File: config.mk
export PLATFORM = sky130hd
export DESIGN_NAME = mlts_queue
export DESIGN_NICKNAME = d
export VERILOG_FILES = /design/src/sv/mlts_pkg.sv /design/src/sv/mlts_queue.sv
export SDC_FILE = /design/constraint.sdc
export NUM_CORES = 1
export LEC_CHECK = 0
export BUFFER_PORTS_ARGS = -buffer_cell sky130_fd_sc_hd__buf_2
export CORE_MARGIN = 2
export CORE_UTILIZATION = 51
export CTS_BUF_LIST = sky130_fd_sc_hd__clkbuf_8
export CTS_CLUSTER_SIZE = 8
export DETAILED_ROUTE_END_ITERATION = 6
export PLACE_DENSITY = 0.88
export SLEW_MARGIN = 0
export SYNTH_ARGS = -nofsm -noshare
export SYNTH_HDL_FRONTEND = slang
export SYNTH_SLANG_ARGS = --single-unit
File: constraint.sdc
create_clock -name clk -period 6.3 [get_ports clk]
set_input_delay 0.315 -clock clk [delete_from_list [all_inputs] [get_ports clk]]
set_output_delay 0.315 -clock clk [all_outputs]
set_load 0.01 [all_outputs]
File: src/sv/mlts_pkg.sv
// shared constants and types for the mesh light top-k selector
`default_nettype none
package mlts_pkg;
    localparam int MAX_LIGHTS_DEF = 4;
    localparam logic [15:0] ONE_Q12 = 16'd4096;
    localparam int FIFO_DEPTH = 2;

    typedef struct packed {
        logic [15:0] id;
        logic [15:0] inf;
        logic        first;
        logic        last;
    } cand_t;
endpackage
`default_nettype wire

File: src/sv/mlts_queue.sv
// short transaction queue between front and back
`default_nettype none
module mlts_queue
    import mlts_pkg::*;
(
    input  wire logic  clk,
    input  wire logic  rst_n,
    input  wire logic  in_valid,
    input  cand_t      in_data,
    output logic       in_ready,
    output logic       out_valid,
    output cand_t      out_data,
    input  wire logic  out_ready
);
    cand_t       mem_reg [FIFO_DEPTH];
    logic        wp_reg, rp_reg;
    logic [1:0]  cnt_reg;
    logic        push, pop;

    assign in_ready = (cnt_reg != 2'(FIFO_DEPTH));
    assign out_valid = (cnt_reg != 2'd0);
    assign out_data = mem_reg[rp_reg];
    assign push = in_valid && in_ready;
    assign pop = out_valid && out_ready;

    always_ff @(posedge clk)
    begin
        if (push)
        begin
            mem_reg[wp_reg] <= in_data;
        end
    end

    always_ff @(posedge clk or negedge rst_n)
    begin
        if (!rst_n)
        begin
            wp_reg <= 1'b0;
            rp_reg <= 1'b0;
            cnt_reg <= 2'd0;
        end
        else
        begin
            if (push) wp_reg <= ~wp_reg;
            if (pop) rp_reg <= ~rp_reg;
            cnt_reg <= cnt_reg + 2'(push) - 2'(pop);
        end
    end
endmodule
`default_nettype wire

# After elaboration in Yosys (flattened, before gate mapping)
# Memories as Yosys holds them, arrays and structs flattened.
# Cells that the tools add are included.
[word_totals]
ff_bits = 4
mem_bits_rw = 68
inputBits = 38
word_cells = 14
n_memories = 1
[op_classes]
addsub = 2
eq_ne = 1
muxes = 2
bitwise = 2
n_reduce_logical = 3
[memory_table]
columns = ["memory", "depth", "width", "rd", "rd_clocked_by_memory_dff", "write_ports", "line", "rtl"]
rows = [
  ["mem_reg", 2, 34, 1, 0, 1, "mlts_queue.sv:15", "cand_t mem_reg [FIFO_DEPTH];"],
]
[ops]
columns = ["operator", "count"]
rows = [
  ["2-bit by 1-bit adder with 2-bit output", 1],
  ["1-bit logical AND", 2],
  ["1-bit two-way mux", 2],
  ["2-bit != test, second input constant", 1],
  ["1-bit inverter", 2],
  ["2-bit nonzero test", 1],
  ["2-bit by 1-bit subtractor with 2-bit output", 1],
]

# Depth between registers and ports, before layout
[depth]
word_depth = 4
depth_mapped = 7
mapped_depth_nobuf = 7

# Worst setup path after synthesis
# OpenSTA, ideal clock, no wires.
[synth_timing]
kind = "reg-to-reg"
from = "register cnt_reg[1]"
to = "memory mem_reg[0][0] (netlist bit) (enable)"
setup_ns = 0.425
t_arrival_ns = 2.099
required_ns = 5.875
slack_ns = 3.776
path_stages_with_launch = 4
synth_period_minus_slack_ns = 2.524
cell_sequence = "dfrtp_1 -> nand2b_1 -> nand2_1 -> nor2_1"
[synth_between]
elab_chain_len = 4
[synth_rtl]
columns = ["item", "line", "rtl"]
rows = [
  ["start, declared", "mlts_queue.sv:17", "logic [1:0] cnt_reg;"],
  ["start signal, assigned", "mlts_queue.sv:46", "cnt_reg <= cnt_reg + 2'(push) - 2'(pop);"],
  ["2-bit != test", "mlts_queue.sv:20", "assign in_ready = (cnt_reg != 2'(FIFO_DEPTH));"],
  ["named net in_ready", "mlts_queue.sv:10", "output logic in_ready,"],
  ["1-bit logical AND", "mlts_queue.sv:23", "assign push = in_valid && in_ready;"],
  ["1-bit two-way mux", "mlts_queue.sv:28", "if (push)"],
  ["1-bit two-way mux (implied by the code)", "mlts_queue.sv:30", "mem_reg[wp_reg] <= in_data;"],
  ["end, declared", "mlts_queue.sv:15", ""],
]
# The timed path passes the listed nets, and every way through them passes these cells.

==> results.md <==
| Step | Item | This run |
|---|---|---|
| worst setup path | Setup slack, reg-to-reg | 4470 ps |
| placed design | Last weighted congestion value of the routability-driven placer | 0.666 |
| logic synthesis | Yosys reg bits | 72 |
| logic synthesis | Synth Area in Compound Gates | 0% |
| cells and area | Final non-filler cell total | 279 |
| logic synthesis | Sequential share of the synthesized area | 77.1% |
| power | Maximum ir drop on the vdd rail | 0.390 mV |
| min path | Number of instances on the worst hold path | 1 |
| routing | Number of DRC violations after detailed routing | 0 |
| worst setup path | Highest cell delay on the worst timing path | 1040 ps |
| power | Sw power | 0.000442 W |
| logic synthesis | Adder and majority gate portion of the synthesized area | 0.901% |
| placed design | IO buf count | 73 |
| worst setup path | Startpoint of the lowest-slack register-to-register path | cnt_reg[1] |
| clocking | Clock root buffer | clkbuf_8 |
| routing | Antenna-violating nets left | 0 |
| power | Static Leakage | 1.38 nW |
| logic synthesis | Share of synthesized area spent on multiplexers | 17.7% |
| cells and area | Max FFs per register | 68 |
| min path | Worst Hold End | mem_reg[0][1] |
| timing | Clock skew after layout | 6.00 ps |
| routing | Number of violations reported at the end of detailed-routing iteration 0 | 78 |
| clocking | Clk_lat worst skew | 330 ps |
| logic synthesis | Yosys warnings | 0 |
| die | Die Area | 0.00605 sq mm |
| logic synthesis | Cell variety after synth | 15 |
| worst setup path | Number of cells on the worst reg-to-reg path | 3 |
| power | Sequential power share | 48.4% |
| routing | Via Count | 1,360 |
| die | Starting Density | 53.7% |
| cells and area | Number of inserted diodes | 0 |
| timing | Worst-Margin Slew | 1020 ps |
| clocking | Sinks on Clock Net | 72 |
| cells and area | Final core utilization | 65.6% |
| power | Fraction of power spent switching nets | 28.6% |
| logic synthesis | Share of synthesized cell area in and, or, nand and nor gates | 1.26% |
| timing | Number of endpoints with negative hold slack in the final report | 0 |
| worst setup path | Startpoint class of the critical path | flop |
| global routing | Global-route wire length before repair | 6.25 mm |
| status | Run status | complete, no violations |
| cells and area | Area growth syn-to-layout | 22.1% |
| global routing | Initial antenna violation count | 0 |
| routing | Detailed-routing iteration count for the pre-antenna-repair pass | 4 |
| die | Number of ports placed on the die boundary | 74 |
| cells and area | Fraction of layout cells with a size suffix above 1 | 60.3% |
| worst setup path | Endpoint of the worst register-to-register path | mem_reg[0][28] |
| routing | Vias/cell | 4.87 |
| global routing | Total grt overflow | 0 |
| timing | Post-route fraction of the period consumed by the critical path | 35.7% |
| power | Power density cells | 455 mW/mm^2 |
| timing | Max-slew violation count | 0 |
| power | Share of power burned in the clock network | 21.8% |
| global routing | Overall global routing resource usage | 14.3% |
| die | Placement Rows | 26 |
| timing | RSZ-0062 raised after global routing | false |
| clocking | Clock tree buffer depth | 2 |
| min path | Startpoint of the worst hold path | in_data[1] |
| die | Horiz. Die Dim | 77.8 microns |
| worst setup path | Sequence of cells on the critical path | mux2_2 > buf_2 |
| worst setup path | Data required time of the critical path | 5980 ps |
| clocking | Number of hold-repair buffers added at the cts stage | 1 |
| power | Combinational share of power | 29.8% |
| clocking | CTS clk-pin slew, worst paths | 70 ps |
| min path | Min-Delay Path Class | in2reg |
| routing | Post-DR wirelength/cell | 15.2 microns |
| placed design | Post-detailed-placement half-perimeter wirelength | 2.89 mm |
| global routing | Maximum number of pins on one net before global-route repair | 36 |
| logic synthesis | Xor/xnor cell area share of the yosys netlist | 1.26% |
| die | Die outline height | 77.8 microns |
| clocking | Htree depth | 3 |
| power | Internal cell power | 0.00110 W |
| clocking | Clock buffers created by TritonCTS | 9 |
| logic synthesis | Synth Cell Area | 0.00278 sq mm |
| logic synthesis | Post-synthesis net count | 163 |
| logic synthesis | Post-Syn Instances | 123 |
| placed design | Post-DP Area | 0.00320 sq mm |
| placed design | DP Cell Count | 262 |
| worst setup path | Critical Path AT | 1930 ps |
| cells and area | Nets | 244 |
| cells and area | Post-route cell area | 0.00339 sq mm |
| timing | Final worst path period need | 2250 ps |
| logic synthesis | Synthesized area per cell | 22.6 sq um |
| clocking | Gates resized, CTS repair | 0 |
| routing | Final routed wirelength across all metal layers | 4.24 mm |
| clocking | Postcts setup bufs | 0 |
| power | Power after layout | 0.00154 W |
| worst setup path | Critical Setup Path Class | reg2out |
| die | Standard cell core area | 0.00517 sq mm |
| run | Total of max-cap violations | 0 |
| timing | Total negative setup slack | 0 ps |
| timing | Final Setup Violations | 0 |
| worst setup path | CP max FO | 35 |
| worst setup path | Critical Path End Type | output port |
| global routing | Via count of the first global-routing pass | 1,361 |
| clocking | TritonCTS clock tree | done |
| logic synthesis | Dominant combinational cell family by area after synthesis | multiplexers |
| timing | Relative slew slack | 32.2% |
| worst setup path | Standard cell with the maximum stage delay on the critical path | dfrtp_2 |
| timing | Max Freq | 445 MHz |
==> cell usage after synthesis <==
cell | number | share of area [%]
edfxtp_1 | 68 | 74
mux2_4 | 29 | 16
mux2_2 | 5 | 2.0
buf_6 | 4 | 1.6
dfrtp_1 | 4 | 3.6
xnor2_1 | 3 | 0.95
ha_1 | 2 | 0.90
and2_4 | 1 | 0.32
and3_1 | 1 | 0.23
inv_1 | 1 | 0.14
nand2_1 | 1 | 0.14
nand2b_1 | 1 | 0.23
nor2_1 | 1 | 0.14
or2_1 | 1 | 0.23
xor2_1 | 1 | 0.32
==> per-stage QoR <==
step           hold slack (ps)  setup WS [ps]
3_3_place_gp               126           4400
6_report                   170           4050
4_1_cts                    148           4000
3_5_place_dp               131           4380
2_1_floorplan             19.4           3780
5_1_grt                    150           3930
==> placed cells by master, fill, tap and decap left out, drive strengths merged <==
cell	instances
buf	73
edfxtp	68
mux2	34
clkbuf	9
clkinv	6
dfrtp	4
xnor2	3
ha	2
or2	1
and2	1
inv	1
nand2b	1
nand2	1
and3	1
nor2	1
xor2	1
bufinv	1
dlygate4sd3	1
==> worst max-delay path, delay by kind of cell (launching register included) <==
| family | cells | cell delay (ps) |
|---|---|---|
| buffers and inverters | 1 | 140 |
| DFF | 1 | 1040 |
| muxes | 1 | 420 |
==> cell families after synthesis <==
kind of cell | count (synthesis)
xor gates and xnor gates | 4
adders and majority gates | 2
buffers and inverters | 5
DFF | 72
muxes | 34
and+or+nand+nor | 6
==> worst max-delay path by stage <==
| stage | to | from | slack, ps |
|---|---|---|---|
| after floorplan | mem_reg[0][0] | cnt_reg[1] | 3780 |
| after global placement | out_data[2] | rp_reg | 4400 |
| after detailed placement | out_data[1] | rp_reg | 4380 |
| after global routing | out_data[1] | rp_reg | 3930 |
| after CTS | out_data[1] | rp_reg | 4000 |
| final | out_data[1] | rp_reg | 4050 |
==> power groups by stage <==
stage / clock network (W) / logic, W / registers (W)
after CTS: 0.000345 / 0.000471 / 0.000751
after floorplan: 0 / 0.000389 / 0.000693
after global placement: 0 / 0.000456 / 0.000751
final: 0.000336 / 0.000461 / 0.000747
after global routing: 0.000366 / 0.000493 / 0.000760
after detailed placement: 0 / 0.000469 / 0.000761
==> metal layers <==
metal / track usage (%) / up-vias / part of all wire (%)
li1: - / 642 / -
met1: 15.6 / 653 / 39
met2: 24.7 / 56 / 52
met3: 4.07 / 9 / 6.4
met5: 0 / - / 0
met4: 8.57 / 0 / 2.2
==> final cells by class <==
| cell class | count | area (sq um) |
|---|---|---|
| inverter | 1 | 3.75 |
| fill | 332 | 1780 |
| multi-input combinational | 46 | 596 |
| timing repair buffer | 74 | 375 |
| tap | 70 | 87.6 |
| clock inverter | 7 | 62.6 |
| clock buffer | 9 | 124 |
| sequential | 72 | 2140 |
No activity file was read; power rests on OpenSTA's default activity.
