--- src/sv/mlts_pkg.sv ---
// shared constants and types for the mesh light top-k selector
`default_nettype none
package mlts_pkg;
    localparam int MAX_LIGHTS_DEF = 4;
    localparam logic [15:0] ONE_Q12 = 16'd4096;
    localparam int FIFO_DEPTH = 2;

    typedef struct packed {
        logic [15:0] id;
        logic [15:0] inf;
        logic        first;
        logic        last;
    } cand_t;
endpackage
`default_nettype wire

--- src/sv/mlts_back.sv ---
// back end: kept list update and ordered emission
`default_nettype none
module mlts_back
    import mlts_pkg::*;
#(
    parameter int MAX_LIGHTS = MAX_LIGHTS_DEF
)
(
    input  wire logic  clk,
    input  wire logic  rst_n,
    input  wire logic  cfg_we,
    input  wire logic [15:0] cfg_wdata,
    input  wire logic  q_valid,
    input  cand_t      q_data,
    output logic       q_ready,
    output logic       result_valid,
    output logic [15:0] sel_light_id,
    output logic [15:0] sel_influence,
    output logic [1:0]  rank,
    output logic [2:0]  kept_count,
    output logic        none_kept,
    output logic        last_result
);
    localparam int IW = (MAX_LIGHTS > 1) ? $clog2(MAX_LIGHTS) : 1;
    localparam int NW = $clog2(MAX_LIGHTS + 1);

    typedef enum logic [1:0] {B_IDLE, B_UPD, B_EMIT} state_t;

    state_t           state_reg;
    logic [15:0]      min_reg;
    logic [15:0]      id_reg [MAX_LIGHTS];
    logic [15:0]      inf_reg [MAX_LIGHTS];
    logic [NW-1:0]    num_reg;
    logic [MAX_LIGHTS-1:0] used_reg;
    logic [NW-1:0]    k_reg;
    cand_t            c_reg;
    logic [IW-1:0]    mi_reg;
    logic [IW-1:0]    scan_reg;

    logic [IW-1:0] best;
    logic          found;

    assign q_ready = (state_reg == B_IDLE);

    always_comb
    begin
        best = '0;
        found = 1'b0;
        for (int i = 0; i < MAX_LIGHTS; i++)
        begin
            if (NW'(i) < num_reg && !used_reg[i]
                && (!found || inf_reg[i] > inf_reg[best]))
            begin
                best = IW'(i);
                found = 1'b1;
            end
        end
    end

    always_ff @(posedge clk or negedge rst_n)
    begin
        if (!rst_n)
        begin
            state_reg <= B_IDLE;
            min_reg <= '0;
            num_reg <= '0;
            result_valid <= 1'b0;
            for (int i = 0; i < MAX_LIGHTS; i++)
            begin
                id_reg[i] <= '0;
                inf_reg[i] <= '0;
            end
        end
        else
        begin
            result_valid <= 1'b0;
            if (cfg_we) min_reg <= cfg_wdata;
            case (state_reg)
                B_IDLE:
                begin
                    if (q_valid)
                    begin
                        c_reg <= q_data;
                        if (q_data.first) num_reg <= '0;
                        mi_reg <= '0;
                        scan_reg <= '0;
                        state_reg <= B_UPD;
                    end
                end
                B_UPD:
                begin
                    if (c_reg.inf <= min_reg)
                    begin
                        used_reg <= '0;
                        k_reg <= '0;
                        state_reg <= c_reg.last ? B_EMIT : B_IDLE;
                    end
                    else if (num_reg < NW'(MAX_LIGHTS))
                    begin
                        id_reg[num_reg[IW-1:0]] <= c_reg.id;
                        inf_reg[num_reg[IW-1:0]] <= c_reg.inf;
                        num_reg <= num_reg + NW'(1);
                        used_reg <= '0;
                        k_reg <= '0;
                        state_reg <= c_reg.last ? B_EMIT : B_IDLE;
                    end
                    else if (scan_reg != IW'(MAX_LIGHTS - 1))
                    begin
                        scan_reg <= scan_reg + IW'(1);
                        if (inf_reg[scan_reg + IW'(1)] < inf_reg[mi_reg])
                            mi_reg <= scan_reg + IW'(1);
                    end
                    else
                    begin
                        if (c_reg.inf > inf_reg[mi_reg])
                        begin
                            for (int i = 0; i < MAX_LIGHTS - 1; i++)
                            begin
                                if (IW'(i) >= mi_reg)
                                begin
                                    id_reg[i] <= id_reg[i+1];
                                    inf_reg[i] <= inf_reg[i+1];
                                end
                            end
                            id_reg[MAX_LIGHTS-1] <= c_reg.id;
                            inf_reg[MAX_LIGHTS-1] <= c_reg.inf;
                        end
                        used_reg <= '0;
                        k_reg <= '0;
                        state_reg <= c_reg.last ? B_EMIT : B_IDLE;
                    end
                end
                B_EMIT:
                begin
                    result_valid <= 1'b1;
                    if (num_reg == '0)
                    begin
                        sel_light_id <= '0;
                        sel_influence <= '0;
                        rank <= '0;
                        kept_count <= '0;
                        none_kept <= 1'b1;
                        last_result <= 1'b1;
                        state_reg <= B_IDLE;
                    end
                    else
                    begin
                        used_reg[best] <= 1'b1;
                        sel_light_id <= id_reg[best];
                        sel_influence <= inf_reg[best];
                        rank <= 2'(k_reg);
                        kept_count <= 3'(num_reg);
                        none_kept <= 1'b0;
                        last_result <= (k_reg + NW'(1) == num_reg);
                        k_reg <= k_reg + NW'(1);
                        if (k_reg + NW'(1) == num_reg) state_reg <= B_IDLE;
                    end
                end
                default:
                begin
                    state_reg <= B_IDLE;
                end
            endcase
        end
    end
endmodule
`default_nettype wire

--- config.mk ---
export PLATFORM = sky130hd
export DESIGN_NAME = mlts_back
export DESIGN_NICKNAME = d
export VERILOG_FILES = /design/src/sv/mlts_pkg.sv /design/src/sv/mlts_back.sv
export SDC_FILE = /design/constraint.sdc
export NUM_CORES = 1
export LEC_CHECK = 0
export BUFFER_PORTS_ARGS = -buffer_cell sky130_fd_sc_hd__clkbuf_2
export CORE_MARGIN = 3
export CORE_UTILIZATION = 60
export CTS_BUF_LIST = sky130_fd_sc_hd__clkbuf_2
export DETAILED_ROUTE_END_ITERATION = 10
export HOLD_SLACK_MARGIN = 0.15
export MAX_ROUTING_LAYER = met4
export PLACE_DENSITY_LB_ADDON = 0.12
export SLEW_MARGIN = 25
export SYNTH_ARGS = -nofsm -noshare
export SYNTH_HDL_FRONTEND = slang
export SYNTH_SLANG_ARGS = --single-unit
--- constraint.sdc ---
create_clock -name clk -period 9.36 [get_ports clk]
set_input_delay 0 -clock clk [delete_from_list [all_inputs] [get_ports clk]]
set_output_delay 0 -clock clk [all_outputs]
set_load 0.01 [all_outputs]
---- After elaboration in Yosys (flattened, before gate mapping) ----
Index checks and enable logic that the tools add are counted.
operators by class
  reductions and logical operators ........ 38
  mux-type cells .......................... 77
  add/sub/neg operators ................... 3
  eq/ne operators ......................... 15
  magnitude comparators ................... 23
  bitwise gates (word level) .............. 8
operators by type and width
  cell                number
  $mux 64             6
  $mux 16             19
  $bmux 16 s2         6
  $bwmux 64           2
  $gt 16x16->1        4
  $mux 2              17
  $demux 16 s2        1
  $mux 3              8
  $ne 2x2->1 const B  10
  $reduce_and 5->1    4
  $ge 3x3->1 const B  6
  $le 16x16->1        1
  $lt 16x16->1        1
  $mux 4              4
  $not 2->3           5
  $pmux 3 s2          2
  $reduce_bool 2->1   6
  $logic_and 1x1->1   9
  $pmux 2 s2          2
  $pmux 4 s2          1
  $reduce_and 4->1    2
  $logic_not 1->1     7
  $mux 1              7
  $reduce_and 7->1    1
  other kinds (26)    33
storage, ports and cells
  output and inout port bits .............. 41
  logic and storage cells ................. 189
  bits of input ports ..................... 54
  flip-flop bits (word level) ............. 233

---- Longest topological paths before layout ----
  depth after elaboration ................. 30
  mapped depth ............................ 28
  mapped depth without buffers ............ 22

---- Worst setup path after synthesis ----
OpenSTA, ideal clock, no wires.
  kind .................................... register -> register
  start ................................... register inf_reg[47] (netlist name)
  end ..................................... register sel_influence[11] (data pin)
  setup time .............................. 0.256 ns
  data arrival time ....................... 5.360 ns
  path slack .............................. 3.744 ns
  cell stages (with the launch flop) ...... 26
  data required time ...................... 9.104 ns
  clock period less this slack ............ 5.616 ns
  buffers on the path ..................... 5
  cell sequence ........................... dfrtp_1 > ha_1 > nand4_1 > nor4_2 > o21ai_1 > a31oi_1 > buf_6 > buf_6 > mux2i_1 > ha_1 > a21oi_1 > nand2_1 > a221o_1 > o31ai_4 > buf_2 > clkbuf_1 > o21ai_0 > ha_1 > nand4_1 > nor4_1 > a21boi_1 > o31ai_1 > nand2_1 > buf_2 > nor2_1 > a22o_1
between the ends
  longest elaborated chain between the ends .. 24
  elaborated cells between the ends (all ways) .. 28
  those cells by class .................... order compare (3); mux (14); bitwise (3); reduce/logical (8)
RTL lines
  what                                           RTL line          text
  from (decl)                                    mlts_back.sv:32   logic [15:0] inf_reg [MAX_LIGHTS];
  from (signal, indexed assignment)              mlts_back.sv:101  inf_reg[num_reg[IW-1:0]] <= c_reg.inf;
  from (signal, indexed assignment)              mlts_back.sv:122  inf_reg[i] <= inf_reg[i+1];
  from (signal, indexed assignment)              mlts_back.sv:126  inf_reg[MAX_LIGHTS-1] <= c_reg.inf;
  $gt 16x16->1                                   mlts_back.sv:52   && (!found || inf_reg[i] > inf_reg[best]))
  $logic_or 1x1->1                               mlts_back.sv:52
  $logic_and 1x1->1                              mlts_back.sv:52
  $mux 1                                         mlts_back.sv:51   if (NW'(i) < num_reg && !used_reg[i]
  $not 1->3 (not written as such)                mlts_back.sv:52
  $bmux 16 s2                                    mlts_back.sv:52
  $mux 16 (not written as such) (2 in series)    mlts_back.sv:52
  $gt 16x16->1                                   mlts_back.sv:52
  (+5 left out)                                  n/a
  $mux 16 (not written as such) (2 in series)    mlts_back.sv:52
  $gt 16x16->1                                   mlts_back.sv:52
  $logic_or 1x1->1                               mlts_back.sv:52
  $logic_and 1x1->1                              mlts_back.sv:52
  $mux 2 *                                       mlts_back.sv:51
  $not 2->3 (not written as such) *              mlts_back.sv:150  sel_influence <= inf_reg[best];
  $bmux 16 s2 *                                  mlts_back.sv:150
  $mux 16 (not written as such) * (2 in series)  mlts_back.sv:150
  to (signal assigned)                           mlts_back.sv:150
  to (decl)                                      mlts_back.sv:18   output logic [15:0] sel_influence,
Mark *: on every way between the ends. The rest lies on a longest branch, timed or not. The select of a mux whose other input is x is not followed.
A chain may end at the register's enable or synchronous reset.

---- Worst setup path in the final report ----
  start ................................... register inf_reg[55] (netlist name)
  end ..................................... register sel_light_id[1] (data pin)
between the ends
  longest elaborated chain between the ends .. 24
  elaborated cells between the ends (all ways) .. 28
  those cells by class .................... order compare (3); mux (14); bitwise (3); reduce/logical (8)
RTL lines
  what                                           RTL line          text
  $gt 16x16->1                                   mlts_back.sv:52
  $logic_or 1x1->1                               mlts_back.sv:52
  $logic_and 1x1->1                              mlts_back.sv:52
  $mux 1                                         mlts_back.sv:51
  $not 1->3 (not written as such)                mlts_back.sv:52
  $bmux 16 s2                                    mlts_back.sv:52
  $mux 16 (not written as such) (2 in series)    mlts_back.sv:52
  $gt 16x16->1                                   mlts_back.sv:52
  (+5 left out)                                  n/a
  $mux 16 (not written as such) (2 in series)    mlts_back.sv:52
  $gt 16x16->1                                   mlts_back.sv:52
  $logic_or 1x1->1                               mlts_back.sv:52
  $logic_and 1x1->1                              mlts_back.sv:52
  $mux 2 *                                       mlts_back.sv:51
  $not 2->3 (not written as such) *              mlts_back.sv:149  sel_light_id <= id_reg[best];
  $bmux 16 s2 *                                  mlts_back.sv:149
  $mux 16 (not written as such) * (2 in series)  mlts_back.sv:149
  to (signal assigned)                           mlts_back.sv:149
  to (decl)                                      mlts_back.sv:17   output logic [15:0] sel_light_id,
Marked as above.

==> flow_summary.ini <==
[outcome]
outcome = completed

[clock_tree]
cts_made_buffers = 59
clk_pin_slew_ps = 140
cts.repair.resized = 0
htreeDepth = 2
insertion_delay_ps = 880
cts_root_buf = clkbuf_2
cts_tree = built
numClockSinks = 233
cts_buffer_depth = 3

[grt]
grt_usage_pct = 35.60
grt_pass1_wl_mm = 65.91
antenna_found_initial = 1
grt_overflow = 0
grt_pass1_vias = 11810
grt_max_degree = 68

[worst_setup_path]
cp.arrival_ps = 8120
required_ps = 10030
cp_max_fo = 36
endpoint_kind = flip-flop
cpPeakStageDelay_ps = 520
crit_path_top_delay_cell = o31ai_4
crit_buf_inv = 4
worst_setup_path_start_kind = flip-flop
critPathTopFamily = compound AO/OA/AOI/OAI gates
path_class = flip-flop to flip-flop
cp_cell_sequence = inv_1, ha_1, nand2_1, o21ai_0, a22oi_1, a31oi_2, buf_4, mux2i_1, ha_1, a21oi_1, o21ai_0, o2bb2ai_1, o31ai_4, buf_4, o21ai_0, ha_1, nand4_1, nor4_1, a21boi_1, or3_1, and2_1, buf_4, a221oi_1, o2bb2ai_1

[cells_and_area]
drive_gt1_share_pct = 21.54
nets = 1588
syn2layout_area_growth_pct = 18.83
final_cell_area_sq_um = 16380

[die]
fp.dieH_um = 157.6
die_w_um = 157.6
initial_utilization_pct = 62.01
placement_rows = 54
io-pin-count = 95
core_sq_um = 22230
die_area_sq_um = 24830

[sta]
period_share_pct = 79.64
skew_ps = 62.96
slew_headroom_pct = 30.45
rsz0062_at_grt = no
fin_ws_ps = 1906
fin_tns_setup_ps = 0
hold_viol_final = 0
worst_pin_slew_ps = 1043
period_needed_ps = 7454
fmax_mhz = 134.2
final-setup-viol-count = 0
whs_ps = 267.5
drv_slew = 0

[route]
drc = 0
wirelength_mm = 41.78
wirelength_met1_mm = 16.56
antenna_left = 0
drt-pass1-iter-count = 5
dr_wl_met2_mm = 19.21
topRoutingLayerUsed = met4
via_count = 11470
dr_wl_met3_mm = 4.510
avgViaCountPerCell = 6.507
routedWlPerCell_um = 23.71
drt-initial-drc-count = 973

[power_and_ir_drop]
total_power_mw = 4.508
p_per_area_nw_per_um2 = 275.2
leakage_nw = 7.503
ir_drop_mv = 0.1747

[synthesis]
synth_edf_count = 83
synth-seq-cells = 233
syn_area_sq_um = 13780
synth_top_area_share_pct = 27.23
syn_nets = 1353
synth_common_cells = dfrtp_1 (150), ha_1 (102), nand2_1 (98), a22o_1 (90), edfxtp_1 (83)
syn_inst = 1197
avgSynthCellArea_sq_um = 11.52
synth_top_cells_by_area = dfrtp_1 (27%), edfxtp_1 (18%), ha_1 (9.3%)
async_flop_share_pct = 64.38
synth_top_flop_cell = dfrtp_1
yosysSeqAreaShare_pct = 45.31
yosysWarningCount = 0
yosysUniqueCellTypes = 65
yosys.area.top_type = dfrtp_1
yosysMostFrequentCell = dfrtp_1

[place]
port_buffers = 94
placed_area_sq_um = 14480
place_hpwl_mm = 24.13
dp_slack_ps = 2155
gp_congestion = 0.9422

[flow_run]
cap_violations = 0

[min_path]
hold_class = input pin to flip-flop
routing by layer:
| layer | track usage (%) | vias to the layer above |
|---|---|---|
| met1 | 45.56 | 5597 |
| met4 | 14.05 | 0 |
| met2 | 54.68 | 694 |
| met5 | - | - |
| met3 | 9.459 | 129 |
| li1 | - | 5046 |
per-stage QoR:
step | instances | utilization (%)
after floorplan | 1197 | -
after global placement | 1513 | 64.90
after detailed placement | 1515 | 65.15
after CTS | 1761 | 73.67
after global routing | 1762 | 73.69
final | 1762 | 73.69
worst min-delay path: stages:
cell           delay, ps
clkbuf_2             420
o21ai_0              130
dlygate4sd3_1        560
final cells by class:
type | count | area [sq um]
well taps | 280 | 350.3
inverters | 60 | 225.2
clock inverters | 35 | 140.1
flip-flops and latches | 233 | 6250
diodes | 1 | 2.502
fillers | 1492 | 5849
repair buffers | 253 | 2068
clock buffers | 75 | 375.4
multi-input cells | 825 | 6968
logic make-up (layout without fill, tap and decap cells):
group                    count (synthesis)  after routing  synth area share, %
other                                    0              1                    0
AND/OR/NAND/NOR                        246            246                8.432
multiplexers                           147            147                14.31
AO/OA/AOI/OAI                          326            326                18.00
XOR/XNOR                                 4              4               0.2542
buffers and inverters                  139            423                4.429
flip-flops                             233            233                45.31
adder cells (fa/ha/maj)                102            102                9.258
what timing repair did:
action                                 4_1_cts  5_1_grt
hold buffers                               136        0
endpoints found under the hold margin      247        0
setup endpoints to repair                    0        0
buffers inserted                             0        0
where the power goes:
part,internal [mW],switching [mW],total (mW)
Combinational,0.896,1.21,2.11
Clock,0.229,0.450,0.679
Sequential,1.35,0.374,1.72
Total,2.47,2.04,4.51
placed cells by master (no fill, tap or decap), types with 33 or more instances in the layout:
master,n
ha_1,102
clkbuf_2,168
dlygate4sd3_1,135
inv_1,59
dfrtp_1,149
a22o_1,90
nor2_1,52
o21ai_0,59
mux2_2,52
a21o_1,42
nor3_1,35
nand2_1,98
mux2i_1,34
edfxtp_1,83
a21oi_1,33
path summary, 6_finish.rpt:
check	startpoint	cells past startpoint	end	slack (ps)
setup / recovery	inf_reg[55]$_DFFE_PN0P_	24	sel_light_id[1]$_SDFFCE_PP0P_	1910
hold / removal	cfg_we	3	min_reg[1]$_DFFE_PN0P_	270
setup reg to reg	inf_reg[55]$_DFFE_PN0P_	24	sel_light_id[1]$_SDFFCE_PP0P_	1910
hold reg to reg	id_reg[62]$_DFFE_PN0P_	1	id_reg[62]$_DFFE_PN0P_	510
max in group asynchronous	rst_n	4	inf_reg[20]$_DFFE_PN0P_	8290
min in group asynchronous	rst_n	4	min_reg[1]$_DFFE_PN0P_	300
(Power assumes the default switching activity.)
